File: src/spc_pkg.sv
`timescale 1ns / 1ps
// Shared types, constants and helpers for the SPI controller with touch codec.
// No dependencies.
package spc_pkg;

  localparam int unsigned BufferWordsDefault = 64;
  localparam int unsigned NumChannels        = 3;
  localparam int unsigned ChanW              = $clog2(NumChannels);
  localparam int unsigned QueueDepth         = 2;
  localparam int unsigned QPtrW              = $clog2(QueueDepth);
  localparam int unsigned QCntW              = $clog2(QueueDepth + 1);

  localparam logic [31:0] PageMask  = 32'hFFFF_FF00;
  localparam logic [31:0] PageCh0   = 32'h1014_2800;
  localparam logic [31:0] PageCh1   = 32'h1014_3000;
  localparam logic [31:0] LenLimit  = 32'h0000_0100;
  localparam logic [31:0] PadWord   = 32'h0008_0008;
  localparam logic [31:0] CmdTouch  = 32'h0000_0003;
  localparam logic [15:0] CodedNone = 16'hFFFF;
  localparam int unsigned FillWords = 13;

  localparam logic [ChanW-1:0] Chan0 = ChanW'(0);
  localparam logic [ChanW-1:0] Chan1 = ChanW'(1);
  localparam logic [ChanW-1:0] Chan2 = ChanW'(2);

  localparam logic [5:0] RegControl = 6'd0;
  localparam logic [5:0] RegDone    = 6'd1;
  localparam logic [5:0] RegLength  = 6'd2;
  localparam logic [5:0] RegFifo    = 6'd3;

  // x * 4096 / 320 == (x * 64) / 5, y * 4096 / 240 == (y * 256) / 15
  localparam logic [15:0] RecipX = 16'd52429;
  localparam int unsigned ShiftX = 18;
  localparam logic [15:0] RecipY = 16'd34953;
  localparam int unsigned ShiftY = 19;

  typedef enum logic [1:0] {
    OP_READ      = 2'd0,
    OP_WRITE     = 2'd1,
    OP_TOUCH_SET = 2'd2,
    OP_TOUCH_REL = 2'd3
  } op_e;

  typedef struct packed {
    op_e              op;
    logic [ChanW-1:0] chan;
    logic [5:0]       reg_idx;
    logic [31:0]      data;
    logic [15:0]      x_coded;
    logic [15:0]      y_coded;
  } entry_t;

  function automatic logic [15:0] swap16(input logic [15:0] v);
    swap16 = {v[7:0], v[15:8]};
  endfunction

  function automatic logic [31:0] fill_word(input logic [3:0] idx,
                                            input logic [15:0] x,
                                            input logic [15:0] y);
    unique case (idx)
      4'd0, 4'd1: fill_word = {x, x};
      4'd2:       fill_word = {y, x};
      4'd3, 4'd4: fill_word = {y, y};
      default:    fill_word = PadWord;
    endcase
  endfunction

endpackage

File: src/spc_front.sv
`timescale 1ns / 1ps
// Front end: accepts a transaction, decodes channel and register, codes touch points.
// Depends on spc_pkg.
module spc_front (
  input  logic            start_i,
  input  logic            busy_i,
  input  logic [1:0]      operation_i,
  input  logic [31:0]     address_i,
  input  logic [31:0]     write_data_i,
  input  logic [8:0]      touch_x_i,
  input  logic [7:0]      touch_y_i,
  output logic            push_o,
  output spc_pkg::entry_t entry_o
);
  import spc_pkg::*;

  logic [14:0] x_scaled;
  logic [15:0] y_scaled;
  logic [30:0] x_prod;
  logic [31:0] y_prod;
  logic [12:0] x_quot;
  logic [12:0] y_quot;
  logic [31:0] page;

  assign push_o = start_i && !busy_i;

  assign page     = address_i & PageMask;
  assign x_scaled = {touch_x_i, 6'd0};
  assign y_scaled = {touch_y_i, 8'd0};
  assign x_prod   = 31'(x_scaled) * 31'(RecipX);
  assign y_prod   = 32'(y_scaled) * 32'(RecipY);
  assign x_quot   = x_prod[ShiftX +: 13];
  assign y_quot   = y_prod[ShiftY +: 13];

  always_comb begin
    entry_o.op      = op_e'(operation_i);
    entry_o.reg_idx = address_i[7:2];
    entry_o.data    = write_data_i;
    entry_o.x_coded = swap16({3'd0, x_quot});
    entry_o.y_coded = swap16({3'd0, y_quot});
    if (page == PageCh0) begin
      entry_o.chan = Chan0;
    end else if (page == PageCh1) begin
      entry_o.chan = Chan1;
    end else begin
      entry_o.chan = Chan2;
    end
  end

endmodule

File: src/spc_queue.sv
`timescale 1ns / 1ps
// Short FIFO of decoded transactions between front and back end.
// Depends on spc_pkg.
module spc_queue (
  input  logic            clk_i,
  input  logic            rst_ni,
  input  logic            push_i,
  input  spc_pkg::entry_t entry_i,
  input  logic            pop_i,
  output logic            full_o,
  output logic            valid_o,
  output spc_pkg::entry_t entry_o
);
  import spc_pkg::*;

  entry_t           mem_q [QueueDepth];
  logic [QPtrW-1:0] wr_ptr_q, wr_ptr_d;
  logic [QPtrW-1:0] rd_ptr_q, rd_ptr_d;
  logic [QCntW-1:0] count_q, count_d;
  logic             do_push;
  logic             do_pop;

  assign full_o  = (count_q == QCntW'(QueueDepth));
  assign valid_o = (count_q != '0);
  assign entry_o = mem_q[rd_ptr_q];
  assign do_push = push_i && !full_o;
  assign do_pop  = pop_i && valid_o;

  always_comb begin
    wr_ptr_d = wr_ptr_q;
    rd_ptr_d = rd_ptr_q;
    count_d  = count_q;
    if (do_push) begin
      wr_ptr_d = (wr_ptr_q == QPtrW'(QueueDepth - 1)) ? '0 : wr_ptr_q + QPtrW'(1);
    end
    if (do_pop) begin
      rd_ptr_d = (rd_ptr_q == QPtrW'(QueueDepth - 1)) ? '0 : rd_ptr_q + QPtrW'(1);
    end
    if (do_push && !do_pop) begin
      count_d = count_q + QCntW'(1);
    end else if (do_pop && !do_push) begin
      count_d = count_q - QCntW'(1);
    end
  end

  always_ff @(posedge clk_i or negedge rst_ni) begin
    if (!rst_ni) begin
      wr_ptr_q <= '0;
      rd_ptr_q <= '0;
      count_q  <= '0;
    end else begin
      wr_ptr_q <= wr_ptr_d;
      rd_ptr_q <= rd_ptr_d;
      count_q  <= count_d;
    end
  end

  always_ff @(posedge clk_i) begin
    if (do_push) begin
      mem_q[wr_ptr_q] <= entry_i;
    end
  end

  a_no_push_full: assert property (@(posedge clk_i) disable iff (!rst_ni)
    !(push_i && full_o))
    else $error("push into full queue");

  a_no_pop_empty: assert property (@(posedge clk_i) disable iff (!rst_ni)
    !(pop_i && !valid_o))
    else $error("pop from empty queue");

  a_count_up: assert property (@(posedge clk_i) disable iff (!rst_ni)
    (do_push && !do_pop) |=> (count_q == $past(count_q) + QCntW'(1)))
    else $error("queue count did not advance on push");

  a_count_range: assert property (@(posedge clk_i) disable iff (!rst_ni)
    count_q <= QCntW'(QueueDepth))
    else $error("queue count out of range");

endmodule

File: src/spc_back.sv
`timescale 1ns / 1ps
// Back end: executes decoded transactions on channel state and registers the result.
// Depends on spc_pkg.
module spc_back #(
  parameter int unsigned BUFFER_WORDS = spc_pkg::BufferWordsDefault
) (
  input  logic            clk_i,
  input  logic            rst_ni,
  input  logic            valid_i,
  input  spc_pkg::entry_t entry_i,
  output logic            pop_o,
  output logic            done_o,
  output logic [31:0]     read_data_o,
  output logic            overflow_error_o
);
  import spc_pkg::*;

  localparam int unsigned PosW = $clog2(BUFFER_WORDS);

  logic [31:0]     len_q  [NumChannels];
  logic [31:0]     len_d  [NumChannels];
  logic [PosW-1:0] pos_q  [NumChannels];
  logic [PosW-1:0] pos_d  [NumChannels];
  logic            cmd_q  [NumChannels];
  logic            cmd_d  [NumChannels];
  logic [1:0]      dev0_q, dev0_d;
  logic            fill_q, fill_d;
  logic [15:0]     snap_x_q, snap_x_d;
  logic [15:0]     snap_y_q, snap_y_d;
  logic [15:0]     tx_q, tx_d;
  logic [15:0]     ty_q, ty_d;
  logic            done_q, done_d;
  logic [31:0]     rd_q, rd_d;
  logic            err_q, err_d;

  logic [31:0]     cur_len;
  logic [31:0]     nxt_len;
  logic [PosW-1:0] cur_pos;
  logic [PosW:0]   pos_inc;
  logic [PosW-1:0] adv_pos;
  logic [31:0]     fifo_word;

  assign pop_o   = valid_i;
  assign cur_len = len_q[entry_i.chan];
  assign cur_pos = pos_q[entry_i.chan];
  assign nxt_len = cur_len - 32'd4;
  assign pos_inc = {1'b0, cur_pos} + (PosW + 1)'(1);

  always_comb begin
    if (nxt_len == '0 || pos_inc >= (PosW + 1)'(BUFFER_WORDS)) begin
      adv_pos = '0;
    end else begin
      adv_pos = pos_inc[PosW-1:0];
    end
  end

  always_comb begin
    if (entry_i.chan == Chan0 && fill_q && cur_pos < PosW'(FillWords)) begin
      fifo_word = fill_word(cur_pos[3:0], snap_x_q, snap_y_q);
    end else begin
      fifo_word = '0;
    end
  end

  always_comb begin
    len_d    = len_q;
    pos_d    = pos_q;
    cmd_d    = cmd_q;
    dev0_d   = dev0_q;
    fill_d   = fill_q;
    snap_x_d = snap_x_q;
    snap_y_d = snap_y_q;
    tx_d     = tx_q;
    ty_d     = ty_q;
    done_d   = valid_i;
    rd_d     = '0;
    err_d    = 1'b0;
    if (valid_i) begin
      unique case (entry_i.op)
        OP_READ: begin
          if (entry_i.reg_idx == RegFifo) begin
            rd_d                = fifo_word;
            len_d[entry_i.chan] = nxt_len;
            pos_d[entry_i.chan] = adv_pos;
          end
        end
        OP_WRITE: begin
          unique case (entry_i.reg_idx)
            RegControl: begin
              if (entry_i.chan == Chan0) begin
                dev0_d = entry_i.data[7:6];
              end
            end
            RegDone: begin
              if (!entry_i.data[0]) begin
                cmd_d[entry_i.chan] = 1'b0;
              end
            end
            RegLength: begin
              len_d[entry_i.chan] = entry_i.data;
            end
            RegFifo: begin
              if (!cmd_q[entry_i.chan]) begin
                cmd_d[entry_i.chan] = (entry_i.data != '0);
                pos_d[entry_i.chan] = '0;
                if (entry_i.chan == Chan0) begin
                  fill_d   = (dev0_q == 2'd0) && (entry_i.data == CmdTouch);
                  snap_x_d = tx_q;
                  snap_y_d = ty_q;
                end
              end else if (cur_len >= LenLimit) begin
                err_d = 1'b1;
              end else begin
                len_d[entry_i.chan] = nxt_len;
                pos_d[entry_i.chan] = adv_pos;
              end
            end
            default: begin
            end
          endcase
        end
        OP_TOUCH_SET: begin
          tx_d = entry_i.x_coded;
          ty_d = entry_i.y_coded;
        end
        OP_TOUCH_REL: begin
          tx_d = CodedNone;
          ty_d = CodedNone;
        end
      endcase
    end
  end

  always_ff @(posedge clk_i or negedge rst_ni) begin
    if (!rst_ni) begin
      for (int i = 0; i < NumChannels; i++) begin
        len_q[i] <= '0;
        pos_q[i] <= '0;
        cmd_q[i] <= 1'b0;
      end
      dev0_q <= '0;
      fill_q <= 1'b0;
      tx_q   <= CodedNone;
      ty_q   <= CodedNone;
      done_q <= 1'b0;
    end else begin
      len_q  <= len_d;
      pos_q  <= pos_d;
      cmd_q  <= cmd_d;
      dev0_q <= dev0_d;
      fill_q <= fill_d;
      tx_q   <= tx_d;
      ty_q   <= ty_d;
      done_q <= done_d;
    end
  end

  always_ff @(posedge clk_i) begin
    snap_x_q <= snap_x_d;
    snap_y_q <= snap_y_d;
    rd_q     <= rd_d;
    err_q    <= err_d;
  end

  assign done_o           = done_q;
  assign read_data_o      = rd_q;
  assign overflow_error_o = err_q;

endmodule

File: src/spi_controller_touch_codec.sv
`timescale 1ns / 1ps
// Top level of the three-channel SPI controller with touch and circle-pad codec.
// Depends on spc_pkg, spc_front, spc_queue, spc_back.
//
// A transaction is taken at a rising edge with start_i high and busy_o low; from the next
// rising edge its result is on read_data_o and overflow_error_o with done_o high for
// exactly one cycle, and must be captured at the edge that ends that cycle since the
// receiver cannot stall it. Every transaction gives exactly one result, in order. The
// back end executes one transaction per cycle and drains the two-entry queue as fast as
// the front fills it, so one transaction per cycle is sustained and busy_o stays low.
module spi_controller_touch_codec #(
  parameter int unsigned BUFFER_WORDS = spc_pkg::BufferWordsDefault
) (
  input  logic        clk_i,
  input  logic        rst_ni,
  input  logic        start_i,
  output logic        busy_o,
  input  logic [1:0]  operation_i,
  input  logic [31:0] address_i,
  input  logic [31:0] write_data_i,
  input  logic [8:0]  touch_x_i,
  input  logic [7:0]  touch_y_i,
  output logic        done_o,
  output logic [31:0] read_data_o,
  output logic        overflow_error_o
);
  import spc_pkg::*;

  logic   push;
  logic   full;
  logic   q_valid;
  logic   pop;
  entry_t front_entry;
  entry_t back_entry;

  assign busy_o = full;

  spc_front u_front (
    .start_i      (start_i),
    .busy_i       (full),
    .operation_i  (operation_i),
    .address_i    (address_i),
    .write_data_i (write_data_i),
    .touch_x_i    (touch_x_i),
    .touch_y_i    (touch_y_i),
    .push_o       (push),
    .entry_o      (front_entry)
  );

  spc_queue u_queue (
    .clk_i   (clk_i),
    .rst_ni  (rst_ni),
    .push_i  (push),
    .entry_i (front_entry),
    .pop_i   (pop),
    .full_o  (full),
    .valid_o (q_valid),
    .entry_o (back_entry)
  );

  spc_back #(
    .BUFFER_WORDS (BUFFER_WORDS)
  ) u_back (
    .clk_i            (clk_i),
    .rst_ni           (rst_ni),
    .valid_i          (q_valid),
    .entry_i          (back_entry),
    .pop_o            (pop),
    .done_o           (done_o),
    .read_data_o      (read_data_o),
    .overflow_error_o (overflow_error_o)
  );

endmodule
File: config.mk
export PLATFORM = sky130hd
export DESIGN_NAME = spi_controller_touch_codec
export DESIGN_NICKNAME = d
export VERILOG_FILES = /design/src/spc_pkg.sv /design/src/spc_front.sv /design/src/spc_queue.sv /design/src/spc_back.sv /design/src/spi_controller_touch_codec.sv
export SDC_FILE = /design/constraint.sdc
export NUM_CORES = 1
export LEC_CHECK = 0
export BUFFER_PORTS_ARGS = -buffer_cell sky130_fd_sc_hd__buf_2
export CAP_MARGIN = 15
export CORE_UTILIZATION = 30
export CTS_CLUSTER_DIAMETER = 60
export DETAILED_ROUTE_END_ITERATION = 7
export GPL_TIMING_DRIVEN = 1
export PLACE_DENSITY = 0.55
export SYNTH_ARGS = -nofsm -noshare
export SYNTH_HDL_FRONTEND = slang
export SYNTH_HIERARCHICAL = 1
export SYNTH_SLANG_ARGS = --single-unit
File: constraint.sdc
create_clock -name clk_i -period 13.6 [get_ports clk_i]
set_input_delay 2.72 -clock clk_i [delete_from_list [all_inputs] [get_ports clk_i]]
set_output_delay 2.72 -clock clk_i [all_outputs]
set_load 0.02 [all_outputs]
==> results of run 1 <==
-- per-layer routing --
layer	vias up	part of all wire, %
met3	46	3.8
met1	5980	46
li1	5822	-
met4	4	1.4
met2	220	49
met5	-	0.053
-- layout by cell type, fill, tap and decap left out, types with 10 or more instances in the layout --
master,synthesis,routed
a21oi_1,89,89
a22oi_1,33,33
buf_2,14,117
buf_4,48,16
clkbuf_1,39,11
clkbuf_16,0,40
dfrtp_1,125,124
dfstp_2,32,32
dfxtp_1,33,33
edfxtp_1,180,180
fa_1,26,26
ha_1,87,87
inv_1,69,69
mux2_2,50,50
mux2_4,50,50
mux2i_1,51,51
nand2_1,134,134
nand3_1,25,25
nor2_1,169,168
nor3_1,14,14
nor4_1,20,19
o21ai_0,80,80
o21ai_1,10,10
o2bb2ai_1,25,25
o31ai_1,15,15
xnor2_1,39,39
xor2_1,21,21
-- power groups by stage --
stage	registers, uW	clock network [uW]	logic (uW)
after CTS	1650	1010	2150
after floorplan	1630	0	1690
after global placement	1660	0	2090
final	1650	977	2150
after detailed placement	1680	0	2140
after global routing	1680	1050	2380
-- worst max-delay path, delay by kind of cell --
| kind | cells | cell delay [ns] |
|---|---|---|
| fa+ha+maj | 5 | 2.27 |
| compound gates | 5 | 1.11 |
| buf+inv | 3 | 0.25 |
| xor+xnor | 1 | 0.16 |
-- area by class of cell --
cell class                      instances  area [um^2]
Timing Repair Buffer                  135          737
Multi-Input combinational cell       1062         7930
Fill cell                            6231        40800
Inverter                               69          259
Clock inverter                         13         76.3
Tap cell                              837         1050
Clock buffer                           55         1100
Sequential cell                       370        10000
-- flip-flops by register name (all words and copies together) (netlist names) --
register and count:
u_back/cmd_q 3, u_back/dev0_q 2, u_back/done_o 1, u_back/fill_q 1, u_back/len_q 96, u_back/overflow_error_o 1, u_back/pos_q 18, u_back/read_data_o 32
u_back/snap_x_q 16, u_back/snap_y_q 16, u_back/tx_q 16, u_back/ty_q 16, u_queue/count_q 2, u_queue/mem_q 148, u_queue/rd_ptr_q 1, u_queue/wr_ptr_q 1
-- cell families after synthesis --
kind of cell	count (synthesis)
buf+inv	190
flops	370
fa+ha+maj	113
simple gates	428
compound gates	304
mux	151
other cells	1
xor+xnor	60
-- final timing paths --
check,to,depth (start not counted),from
setup reg to reg,u_back/pos_q[0]$_DFFE_PN0P_,13,u_queue/rd_ptr_q$_DFFE_PN0P_
setup / recovery,u_queue/mem_q[1][19]$_DFFE_PP_,14,touch_x_i[3]
hold / removal,u_back/len_q[14]$_DFFE_PN0P_,2,u_back/len_q[14]$_DFFE_PN0P_
max in group asynchronous,u_back/len_q[23]$_DFFE_PN0P_,2,rst_ni
hold reg to reg,u_back/len_q[14]$_DFFE_PN0P_,2,u_back/len_q[14]$_DFFE_PN0P_
min in group asynchronous,u_back/len_q[42]$_DFFE_PN0P_,1,rst_ni
-- stage by stage --
stage          util [%]  power, uW  hold slack [ns]  std cells  setup WS, ns
2_1_floorplan         -       3310            0.444       1622          7.04
3_3_place_gp       32.3       3760            0.458       2472          6.81
3_5_place_dp       32.3       3810            0.463       2472          6.80
4_1_cts            34.2       4810            0.479       2540          7.33
5_1_grt            34.2       5110            0.496       2541          7.20
6_report           34.2       4770            0.478       2541          7.32
==> qor.csv, run 1 <==
stage,metric,value,unit
placed_design,hpwl dp,28600,um
worst_setup_path,"Max FO, Critical Path",5,
detailed_routing,DRT Pass-1 Iters,6,
yosys,Unique masters post-synth,76,
yosys,Synth top area share,28.6,%
timing,Tcrit/Tclk final,46.2,%
cts,"Hold-fix buffers, CTS",0,
worst_setup_path,Worst Path Required,13.85,ns
yosys,"area leader, netlist",edfxtp_1,
power_and_ir_drop,Clk pwr share,20.5,%
timing,Hold Fails Final Rpt,0,
worst_setup_path,crit start category,input port,
floorplan,DIE WIDTH,253,um
detailed_routing,final wirelength,41400,um
cts,"CTS clk-pin slew, worst paths",0.06,ns
yosys,synth cell count leaders,"edfxtp_1 (180), nor2_1 (169), nand2_1 (134)",
floorplan,Core Area,61900,um^2
worst_setup_path,kind of end point of the critical path,flip-flop,
power_and_ir_drop,register share of total power,34.6,%
cts,Clock Tree Buf Depth,3,
worst_setup_path,delay of the slowest critical-path stage,0.63,ns
worst_setup_path,CP most frequent cell,fa_1,
power_and_ir_drop,Peak VDD IR,129,uV
yosys,Synthesis Warnings,6,
yosys,Post-Syn Area,18900,um^2
yosys,adder-cell share of the synthesized area,8.51,%
timing,clk_skew,0.0236,ns
timing,worst slew pin tran,1.08,ns
cts,clk root buf,clkbuf_16,
detailed_routing,via count,12100,
timing,maximum clock rate,0.159,GHz
cts,Sink Count,370,
yosys,Area contributors post-synth,"edfxtp_1 (29%), dfrtp_1 (17%), ha_1 (5.8%), dfstp_2 (4.4%), mux2_4 (4.0%)",
timing,crit path time final,6.28,ns
worst_setup_path,R2R setup slack,7.68,ns
timing,final-report setup violation count,0,
yosys,Syn Area/Cell,11.7,um^2
cts,Post-CTS Repair Setup Buffers,0,
detailed_routing,Final ANT Viol Nets,0,
min_path,Tightest Hold Check Type,flip-flop to flip-flop,
grt,initial antenna violation count,3,
yosys,most numerous cell in the Yosys netlist,edfxtp_1,
timing,Slew HR,28.3,%
cells_and_area,area grow syn2layout,12.1,%
yosys,Post-Synth XOR/XNOR Area,2.78,%
yosys,Synth Register Bits,370,
power_and_ir_drop,Static Leak,0.00897,uW
yosys,mux cell area share after synthesis,9.65,%
yosys,Main synth FF type,edfxtp_1,
floorplan,die area,64000,um^2
yosys,post-synthesis sequential area ratio,53.1,%
power_and_ir_drop,P_int,2930,uW
floorplan,row count,91,
placed_design,DP Area,20000,um^2
grt,All-Layer GR Usage,13.1,%
cts,CTS resizes,0,
cells_and_area,share of cells above drive strength 1,21.0,%
yosys,async set-reset flop share out of synthesis,42.4,%
floorplan,die span in y,253,um
worst_setup_path,Worst EP arrival,6.53,ns
cells_and_area,finished layout cell area,21200,um^2
placed_design,global placer's final weighted congestion,0.851,
yosys,Synth Area in Simple Gates,10.2,%
grt,met2 Track Usage GR,22.1,%
detailed_routing,iteration-0 DRC count of the detailed router,684,
grt,GR Overflow Total,0,
grt,Top Usage Layer GRT,met2,
yosys,Post-synth EDFFs,180,
placed_design,Port Buf Inserts,118,
floorplan,effective utilization at floorplan,30.5,%
worst_setup_path,WS Path Type,input port to flip-flop,
detailed_routing,# DRC,0,
power_and_ir_drop,NetSw,1840,uW
grt,vias in the first global route,12200,
worst_setup_path,Worst path slowest cell,fa_1,
power_and_ir_drop,Net Sw Frac,38.6,%
grt,GR Util met1,17.7,%
power_and_ir_drop,power share of the combinational group,45.0,%
timing,Final Slew Violations,0,
yosys,Cells after Synth,1617,
cts,clock buffers created by TritonCTS,37,
cells_and_area,ant diodes,0,
cells_and_area,final-stage net count,1874,
detailed_routing,routed len/inst,16.3,um
timing,unrepaired setup endpoints after global routing,no,
yosys,post-synthesis compound-gate area fraction,10.5,%
job,max_cap viols,0,
grt,met3 Usage GRT,1.56,%
floorplan,IO Pins,121,
cts,# H-tree levels,2,
grt,largest net degree at the start of global routing,102,
power_and_ir_drop,power per cell area,225,nW/um^2
detailed_routing,Vias per Instance,4.75,
cts,Clock Latency Late Sink,0.53,ns
yosys,main combinational cell family by area after synthesis,compound AO/OA/AOI/OAI gates,
cts,CTS tree,built,
grt,first-pass GRT wire length,66800,um
timing,Setup TNS,0,ns
worst_setup_path,CP Cell Sequence,buf_2 > ha_1 > fa_1 > inv_1 > fa_1 > fa_1 > inv_1 > ha_1 > a211oi_2 > o21bai_2 > a21o_4 > a221oi_4 > o221ai_2 > xor2_1,
status,status,completed,
No activity file was read; power rests on OpenSTA's default activity.
==> run 2, diff against run 1 <==
- clock period: 13.6 -> 5.8 ns (I/O delays scaled with it)
==> qor.csv, run 2 (synthesis results as in run 1) <==
stage,metric,value,unit,change
detailed_routing,Final ANT Viol Nets,0,,unchanged
detailed_routing,top layer in use,met5,,unchanged
floorplan,row count,91,,unchanged
detailed_routing,via count,12000,,was 12.1k
cts,Post-CTS Repair Setup Buffers,0,,unchanged
floorplan,die area,64000,um^2,unchanged
timing,Hold Fails Final Rpt,0,,unchanged
worst_setup_path,kind of end point of the critical path,flip-flop,,unchanged
worst_setup_path,Worst Path Required,6.25,ns,was 13.85 ns
cells_and_area,Reg with most FFs,u_queue/mem_q,,unchanged
cts,clock buffers created by TritonCTS,38,,was 37
cells_and_area,Finished Core Util,34.6,%,was 34.2%
worst_setup_path,"Max FO, Critical Path",33,,was 5
grt,All-Layer GR Usage,12.9,%,was 13.1%
timing,Tcrit/Tclk final,83.1,%,
floorplan,Core Area,61900,um^2,unchanged
grt,first-pass GRT wire length,66600,um,was 66800 um
floorplan,die span in y,253,um,unchanged
cts,clk root buf,clkbuf_16,,unchanged
worst_setup_path,crit start category,flip-flop,,was input port
job,max_cap viols,0,,unchanged
worst_setup_path,Worst R2R Path Depth,12,,was 13
detailed_routing,DR WL met2,19700,um,was 20400 um
cells_and_area,Largest register FFs,148,,unchanged
worst_setup_path,Worst path slowest cell,nor4_1,,was fa_1
cells_and_area,"commonest non-fill, non-tap cell in the layout",edfxtp_1,,unchanged
detailed_routing,routed len/inst,16.1,um,was 16.3 um
timing,crit path time final,4.82,ns,
worst_setup_path,delay of the slowest critical-path stage,0.72,ns,was 0.63 ns
cells_and_area,fillers,6130,,was 6231
cells_and_area,area grow syn2layout,13.4,%,was 12.1%
floorplan,effective utilization at floorplan,30.5,%,unchanged
detailed_routing,# DRC,0,,unchanged
floorplan,IO Pins,121,,unchanged
detailed_routing,Vias per Instance,4.71,,was 4.75
detailed_routing,final wirelength,41100,um,was 41400 um
cts,Clock Latency Late Sink,0.54,ns,was 0.53 ns
grt,GR Overflow Total,0,,unchanged
min_path,Tightest Hold Check Type,flip-flop to flip-flop,,unchanged
floorplan,DIE WIDTH,253,um,unchanged
placed_design,hpwl dp,29100,um,was 28600 um
cts,CTS tree,built,,unchanged
cells_and_area,most frequent cells in the layout,"edfxtp_1 (180), nor2_1 (168), nand2_1 (134)",,unchanged
worst_setup_path,CP Cell Sequence,mux2_4 > buf_4 > mux2i_1 > o2bb2ai_1 > nor4_1 > nand4b_1 > o31ai_1 > a31oi_1 > nor3_4 > buf_12 > nor2_1 > a21oi_1,,was buf_2 > ha_1 > fa_1 > inv_1 > fa_1 > fa_1 > inv_1 > ha_1 > a211oi_2 > o21bai_2 > a21o_4 > a221oi_4 > o221ai_2 > xor2_1
timing,clk_skew,0.0147,ns,was 0.0236 ns
detailed_routing,met1 WL,19300,um,was 18900 um
power_and_ir_drop,Peak VDD IR,390,uV,was 129 uV
worst_setup_path,WS Path Type,flip-flop to flip-flop,,was input port to flip-flop
cts,"Hold-fix buffers, CTS",0,,unchanged
timing,final-report setup violation count,0,,unchanged
detailed_routing,met3 wire length,1120,um,was 1560 um
grt,largest net degree at the start of global routing,75,,was 102
timing,maximum clock rate,0.208,GHz,
placed_design,Port Buf Inserts,118,,unchanged
status,status,completed,,unchanged
cts,Clock Tree Buf Depth,3,,unchanged
cts,Sink Count,370,,unchanged
cells_and_area,ant diodes,0,,unchanged
placed_design,global placer's final weighted congestion,0.835,,was 0.851
min_path,Hold Crit Depth,2,,unchanged
cells_and_area,final-stage net count,1883,,was 1874
cts,"CTS clk-pin slew, worst paths",0.06,ns,about the same
timing,Slew HR,26.7,%,was 28.3%
cts,CTS resizes,0,,unchanged
timing,Setup TNS,0,ns,unchanged
detailed_routing,DRT Pass-1 Iters,5,,was 6
grt,vias in the first global route,12300,,was 12.2k
timing,unrepaired setup endpoints after global routing,no,,unchanged
timing,worst slew pin tran,1.10,ns,was 1.08 ns
power_and_ir_drop,Static Leak,0.00909,uW,was 0.00897 uW
timing,Final Slew Violations,0,,unchanged
cts,# H-tree levels,2,,unchanged
power_and_ir_drop,power per cell area,540,nW/um^2,was 225 nW/um^2
cells_and_area,share of cells above drive strength 1,21.6,%,was 21.0%
grt,initial antenna violation count,1,,was 3
detailed_routing,iteration-0 DRC count of the detailed router,576,,was 684
worst_setup_path,Worst EP arrival,5.27,ns,was 6.53 ns
-- run 2: cell count changes in the layout (fill, tap and decap cells not counted), sizes merged --
cell,change
clkinvlp,+1
inv,+1
buf,+8
clkinv,+2
bufinv,+8
clkbuf,-11
-- run 2: final cells by class --
cell class,instances,area [um^2],area share [%]
flip-flops and latches,370,10000,46.8
clock inverters,25,334,1.56
inverters,69,259,1.21
well taps,837,1050,4.88
repair buffers,143,822,3.83
multi-input cells,1062,7940,37.0
clock buffers,44,1000,4.69
-- run 2: final timing paths --
kind | from | endpoint | slack [ns]
max in group asynchronous | rst_ni | u_back/len_q[64]$_DFFE_PN0P_ | 4.03
max reg2reg | u_queue/rd_ptr_q$_DFFE_PN0P_ | u_back/len_q[73]$_DFFE_PN0P_ | 0.98
min in group asynchronous | rst_ni | u_back/len_q[10]$_DFFE_PN0P_ | 0.63
max | u_queue/rd_ptr_q$_DFFE_PN0P_ | u_back/len_q[73]$_DFFE_PN0P_ | 0.98
min reg2reg | u_back/pos_q[0]$_DFFE_PN0P_ | u_back/pos_q[0]$_DFFE_PN0P_ | 0.47
min | u_back/pos_q[0]$_DFFE_PN0P_ | u_back/pos_q[0]$_DFFE_PN0P_ | 0.47
-- run 2: metrics by stage --
| stage | power (uW) | hold slack, ns | instance area (um^2) | std cells | setup slack (ns) |
|---|---|---|---|---|---|
| 5_1_grt | 12400 | 0.503 | 21400 | 2550 | 0.709 |
| 6_report | 11600 | 0.474 | 21400 | 2550 | 0.982 |
| 3_5_place_dp | 8990 | 0.463 | 20100 | 2479 | 0.504 |
| 2_1_floorplan | 7770 | 0.444 | 18900 | 1622 | 0.802 |
| 3_3_place_gp | 8880 | 0.459 | 20100 | 2479 | 0.596 |
| 4_1_cts | 11700 | 0.478 | 21400 | 2548 | 1.02 |
-- run 2: worst max-delay path: cells and delay by family (launching register included) --
| family | cells | cell delay, ns |
|---|---|---|
| AND/OR/NAND/NOR | 4 | 1.67 |
| AO/OA/AOI/OAI | 4 | 0.92 |
| buffers and inverters | 2 | 0.89 |
| multiplexers | 2 | 0.68 |
| flip-flops | 1 | 0.55 |
-- run 2: power breakdown --
part | total (uW) | internal, uW | switching [uW]
combinational | 5130 | 2030 | 3100
clock | 2620 | 1600 | 1020
sequential | 3830 | 3580 | 250
-- run 2: routing by layer --
layer | vias to the layer above | global-route usage (%)
met5 | - | 0
met4 | 2 | 3.98
met3 | 55 | 1.44
met2 | 181 | 21.6
met1 | 5921 | 17.5
li1 | 5843 | -
==> run 3, diff against run 2 <==
- clock period: 5.8 -> 5.1 ns (I/O delays scaled with it)
==> qor.csv, run 3 (synthesis results as in run 1) <==
stage,metric,value,unit,change
worst_setup_path,kind of end point of the critical path,flip-flop,,unchanged
power_and_ir_drop,Net Sw Frac,37.8,%,was 37.7%
cts,CTS tree,built,,unchanged
worst_setup_path,R2R setup slack,0.49,ns,was 0.98 ns
power_and_ir_drop,Peak VDD IR,470,uV,was 390 uV
detailed_routing,iteration-0 DRC count of the detailed router,699,,was 576
detailed_routing,final wirelength,41300,um,was 41100 um
cts,Clock Tree Buf Depth,3,,unchanged
worst_setup_path,reg2reg start,u_queue/rd_ptr_q$_DFFE_PN0P_,,unchanged
cells_and_area,fillers,6156,,was 6130
power_and_ir_drop,NetSw,4940,uW,was 4370 uW
grt,GR Overflow Total,0,,unchanged
power_and_ir_drop,power share of the combinational group,45.1,%,was 44.3%
power_and_ir_drop,power per cell area,609,nW/um^2,was 540 nW/um^2
cells_and_area,Reg with most FFs,u_queue/mem_q,,unchanged
cts,"Hold-fix buffers, CTS",0,,unchanged
detailed_routing,routed len/inst,16.1,um,about the same
timing,Setup TNS,0,ns,unchanged
job,max_cap viols,0,,unchanged
detailed_routing,# DRC,0,,unchanged
cells_and_area,Finished Core Util,34.7,%,was 34.6%
placed_design,Placement Setup Slack,0.0889,ns,was 0.504 ns
timing,Hold WS,0.476,ns,was 0.474 ns
timing,Slew HR,25.5,%,was 26.7%
cts,Clock Latency Late Sink,0.55,ns,was 0.54 ns
cells_and_area,area grow syn2layout,13.6,%,was 13.4%
grt,initial antenna violation count,1,,unchanged
floorplan,die area,64000,um^2,unchanged
timing,worst slew pin tran,1.12,ns,was 1.10 ns
floorplan,Core Area,61900,um^2,unchanged
worst_setup_path,WS Path Type,flip-flop to flip-flop,,unchanged
timing,Final Slew Violations,0,,unchanged
worst_setup_path,Worst EP arrival,5.01,ns,was 5.27 ns
min_path,Tightest Hold Check Type,flip-flop to flip-flop,,unchanged
cts,clk root buf,clkbuf_16,,unchanged
detailed_routing,Final ANT Viol Nets,0,,unchanged
grt,vias in the first global route,12400,,was 12.3k
floorplan,DIE WIDTH,253,um,unchanged
min_path,Hold Crit Depth,2,,unchanged
timing,crit path time final,4.61,ns,was 4.82 ns
timing,Tcrit/Tclk final,90.4,%,was 83.1%
floorplan,effective utilization at floorplan,30.5,%,unchanged
cts,CTS resizes,0,,unchanged
cts,Post-CTS Repair Setup Buffers,0,,unchanged
placed_design,Port Buf Inserts,118,,unchanged
detailed_routing,Vias per Instance,4.69,,was 4.71
cells_and_area,Multi-input gate area,7940,um^2,unchanged
cells_and_area,final-stage net count,1892,,was 1883
timing,setup slack after layout,0.489,ns,was 0.982 ns
timing,Hold Fails Final Rpt,0,,unchanged
cells_and_area,most frequent cells in the layout,"edfxtp_1 (180), nor2_1 (168), nand2_1 (134)",,unchanged
timing,final-report setup violation count,0,,unchanged
worst_setup_path,beginning of the critical path,u_queue/rd_ptr_q$_DFFE_PN0P_,,unchanged
cts,clock buffers created by TritonCTS,39,,was 38
cts,Sink Count,370,,unchanged
power_and_ir_drop,Clk pwr share,21.7,%,was 22.6%
floorplan,row count,91,,unchanged
worst_setup_path,crit start category,flip-flop,,unchanged
cells_and_area,ant diodes,0,,unchanged
timing,clk_skew,0.0303,ns,was 0.0147 ns
power_and_ir_drop,Static Leak,0.00911,uW,was 0.00909 uW
status,status,completed,,unchanged
cells_and_area,"commonest non-fill, non-tap cell in the layout",edfxtp_1,,unchanged
placed_design,hpwl dp,29300,um,was 29100 um
placed_design,placed cells,2488,,was 2479
cells_and_area,Final Non-Filler Cells,2561,,was 2550
cts,"CTS clk-pin slew, worst paths",0.06,ns,about the same
timing,maximum clock rate,0.217,GHz,was 0.208 GHz
floorplan,IO Pins,121,,unchanged
worst_setup_path,Worst Path Required,5.50,ns,was 6.25 ns
detailed_routing,DRT Pass-1 Iters,5,,unchanged
timing,unrepaired setup endpoints after global routing,no,,unchanged
detailed_routing,via count,12000,,about the same
power_and_ir_drop,register share of total power,33.2,%,was 33.1%
grt,first-pass GRT wire length,67000,um,was 66600 um
worst_setup_path,"Max FO, Critical Path",19,,was 33
placed_design,global placer's final weighted congestion,0.837,,was 0.835
grt,All-Layer GR Usage,13.1,%,was 12.9%
worst_setup_path,Setup crit end,u_back/pos_q[1]$_DFFE_PN0P_,,was u_back/len_q[73]$_DFFE_PN0P_
grt,largest net degree at the start of global routing,95,,was 75
worst_setup_path,Worst R2R Path Depth,11,,was 12
worst_setup_path,Reg-to-Reg End,u_back/pos_q[1]$_DFFE_PN0P_,,was u_back/len_q[73]$_DFFE_PN0P_
power_and_ir_drop,P_int,8130,uW,was 7210 uW
cells_and_area,share of cells above drive strength 1,21.6,%,about the same
cells_and_area,sequential cell area,10000,um^2,unchanged
cts,# H-tree levels,2,,unchanged
cells_and_area,Largest register FFs,148,,unchanged
floorplan,die span in y,253,um,unchanged
-- run 3: cell types whose count changed in the layout (fill, tap and decap cells not counted), sizes merged --
cell      previous run  this run
clkinvlp             2         1
clkinv              13         8
buf                143       151
bufinv               8         4
clkbuf              44        56
inv                 71        72
-- run 3: cell type report --
type	instances	area share, %
inverters	69	1.21
clock buffers	56	5.08
well taps	837	4.88
multi-input cells	1062	37.0
repair buffers	151	4.18
clock inverters	16	0.927
flip-flops and latches	370	46.8
-- run 3: metal layers --
metal  wire length [um]  up-vias  GRT usage, %
met5                  8        -             0
met3               1320       48          1.69
met2              20000      167          22.1
met1              19200     5918          17.5
li1                   -     5864             -
met4                754        2          3.57
-- run 3: critical path: stages, from the launching register on --
cell and delay (ns):
dfrtp_4 0.50, mux2_4 0.50, mux2i_1 0.27, a2bb2oi_1 0.29, ha_1 0.29, o221ai_1 0.16, nor4b_2 0.54, nor4bb_1 0.33
o21ai_0 0.14, a2111oi_0 0.78, and4_4 0.54, o21ai_1 0.11
-- run 3: worst min-delay path by stage --
stage / start / endpoint / slack, ns
floorplan: u_back/len_q[66]$_DFFE_PN0P_ / u_back/len_q[66]$_DFFE_PN0P_ / 0.44
global placement: u_back/len_q[46]$_DFFE_PN0P_ / u_back/len_q[46]$_DFFE_PN0P_ / 0.46
detailed placement: u_back/len_q[46]$_DFFE_PN0P_ / u_back/len_q[46]$_DFFE_PN0P_ / 0.46
CTS: u_back/len_q[46]$_DFFE_PN0P_ / u_back/len_q[46]$_DFFE_PN0P_ / 0.48
global route: u_queue/count_q[1]$_DFFE_PN0P_ / u_queue/count_q[1]$_DFFE_PN0P_ / 0.50
finish: u_back/pos_q[4]$_DFFE_PN0P_ / u_back/pos_q[4]$_DFFE_PN0P_ / 0.48
-- run 3: stage by stage --
step,power [uW],instance area (um^2)
2_1_floorplan,8840,18900
3_3_place_gp,10200,20100
3_5_place_dp,10300,20200
4_1_cts,13200,21400
5_1_grt,14000,21500
6_report,13100,21500
-- run 3: power groups by stage --
stage | Sequential, uW | Combinational [uW] | Clock, uW
floorplan | 4340 | 4500 | 0
global placement | 4370 | 5790 | 0
detailed placement | 4400 | 5880 | 0
CTS | 4350 | 5910 | 2930
global route | 4420 | 6580 | 3040
finish | 4340 | 5900 | 2840
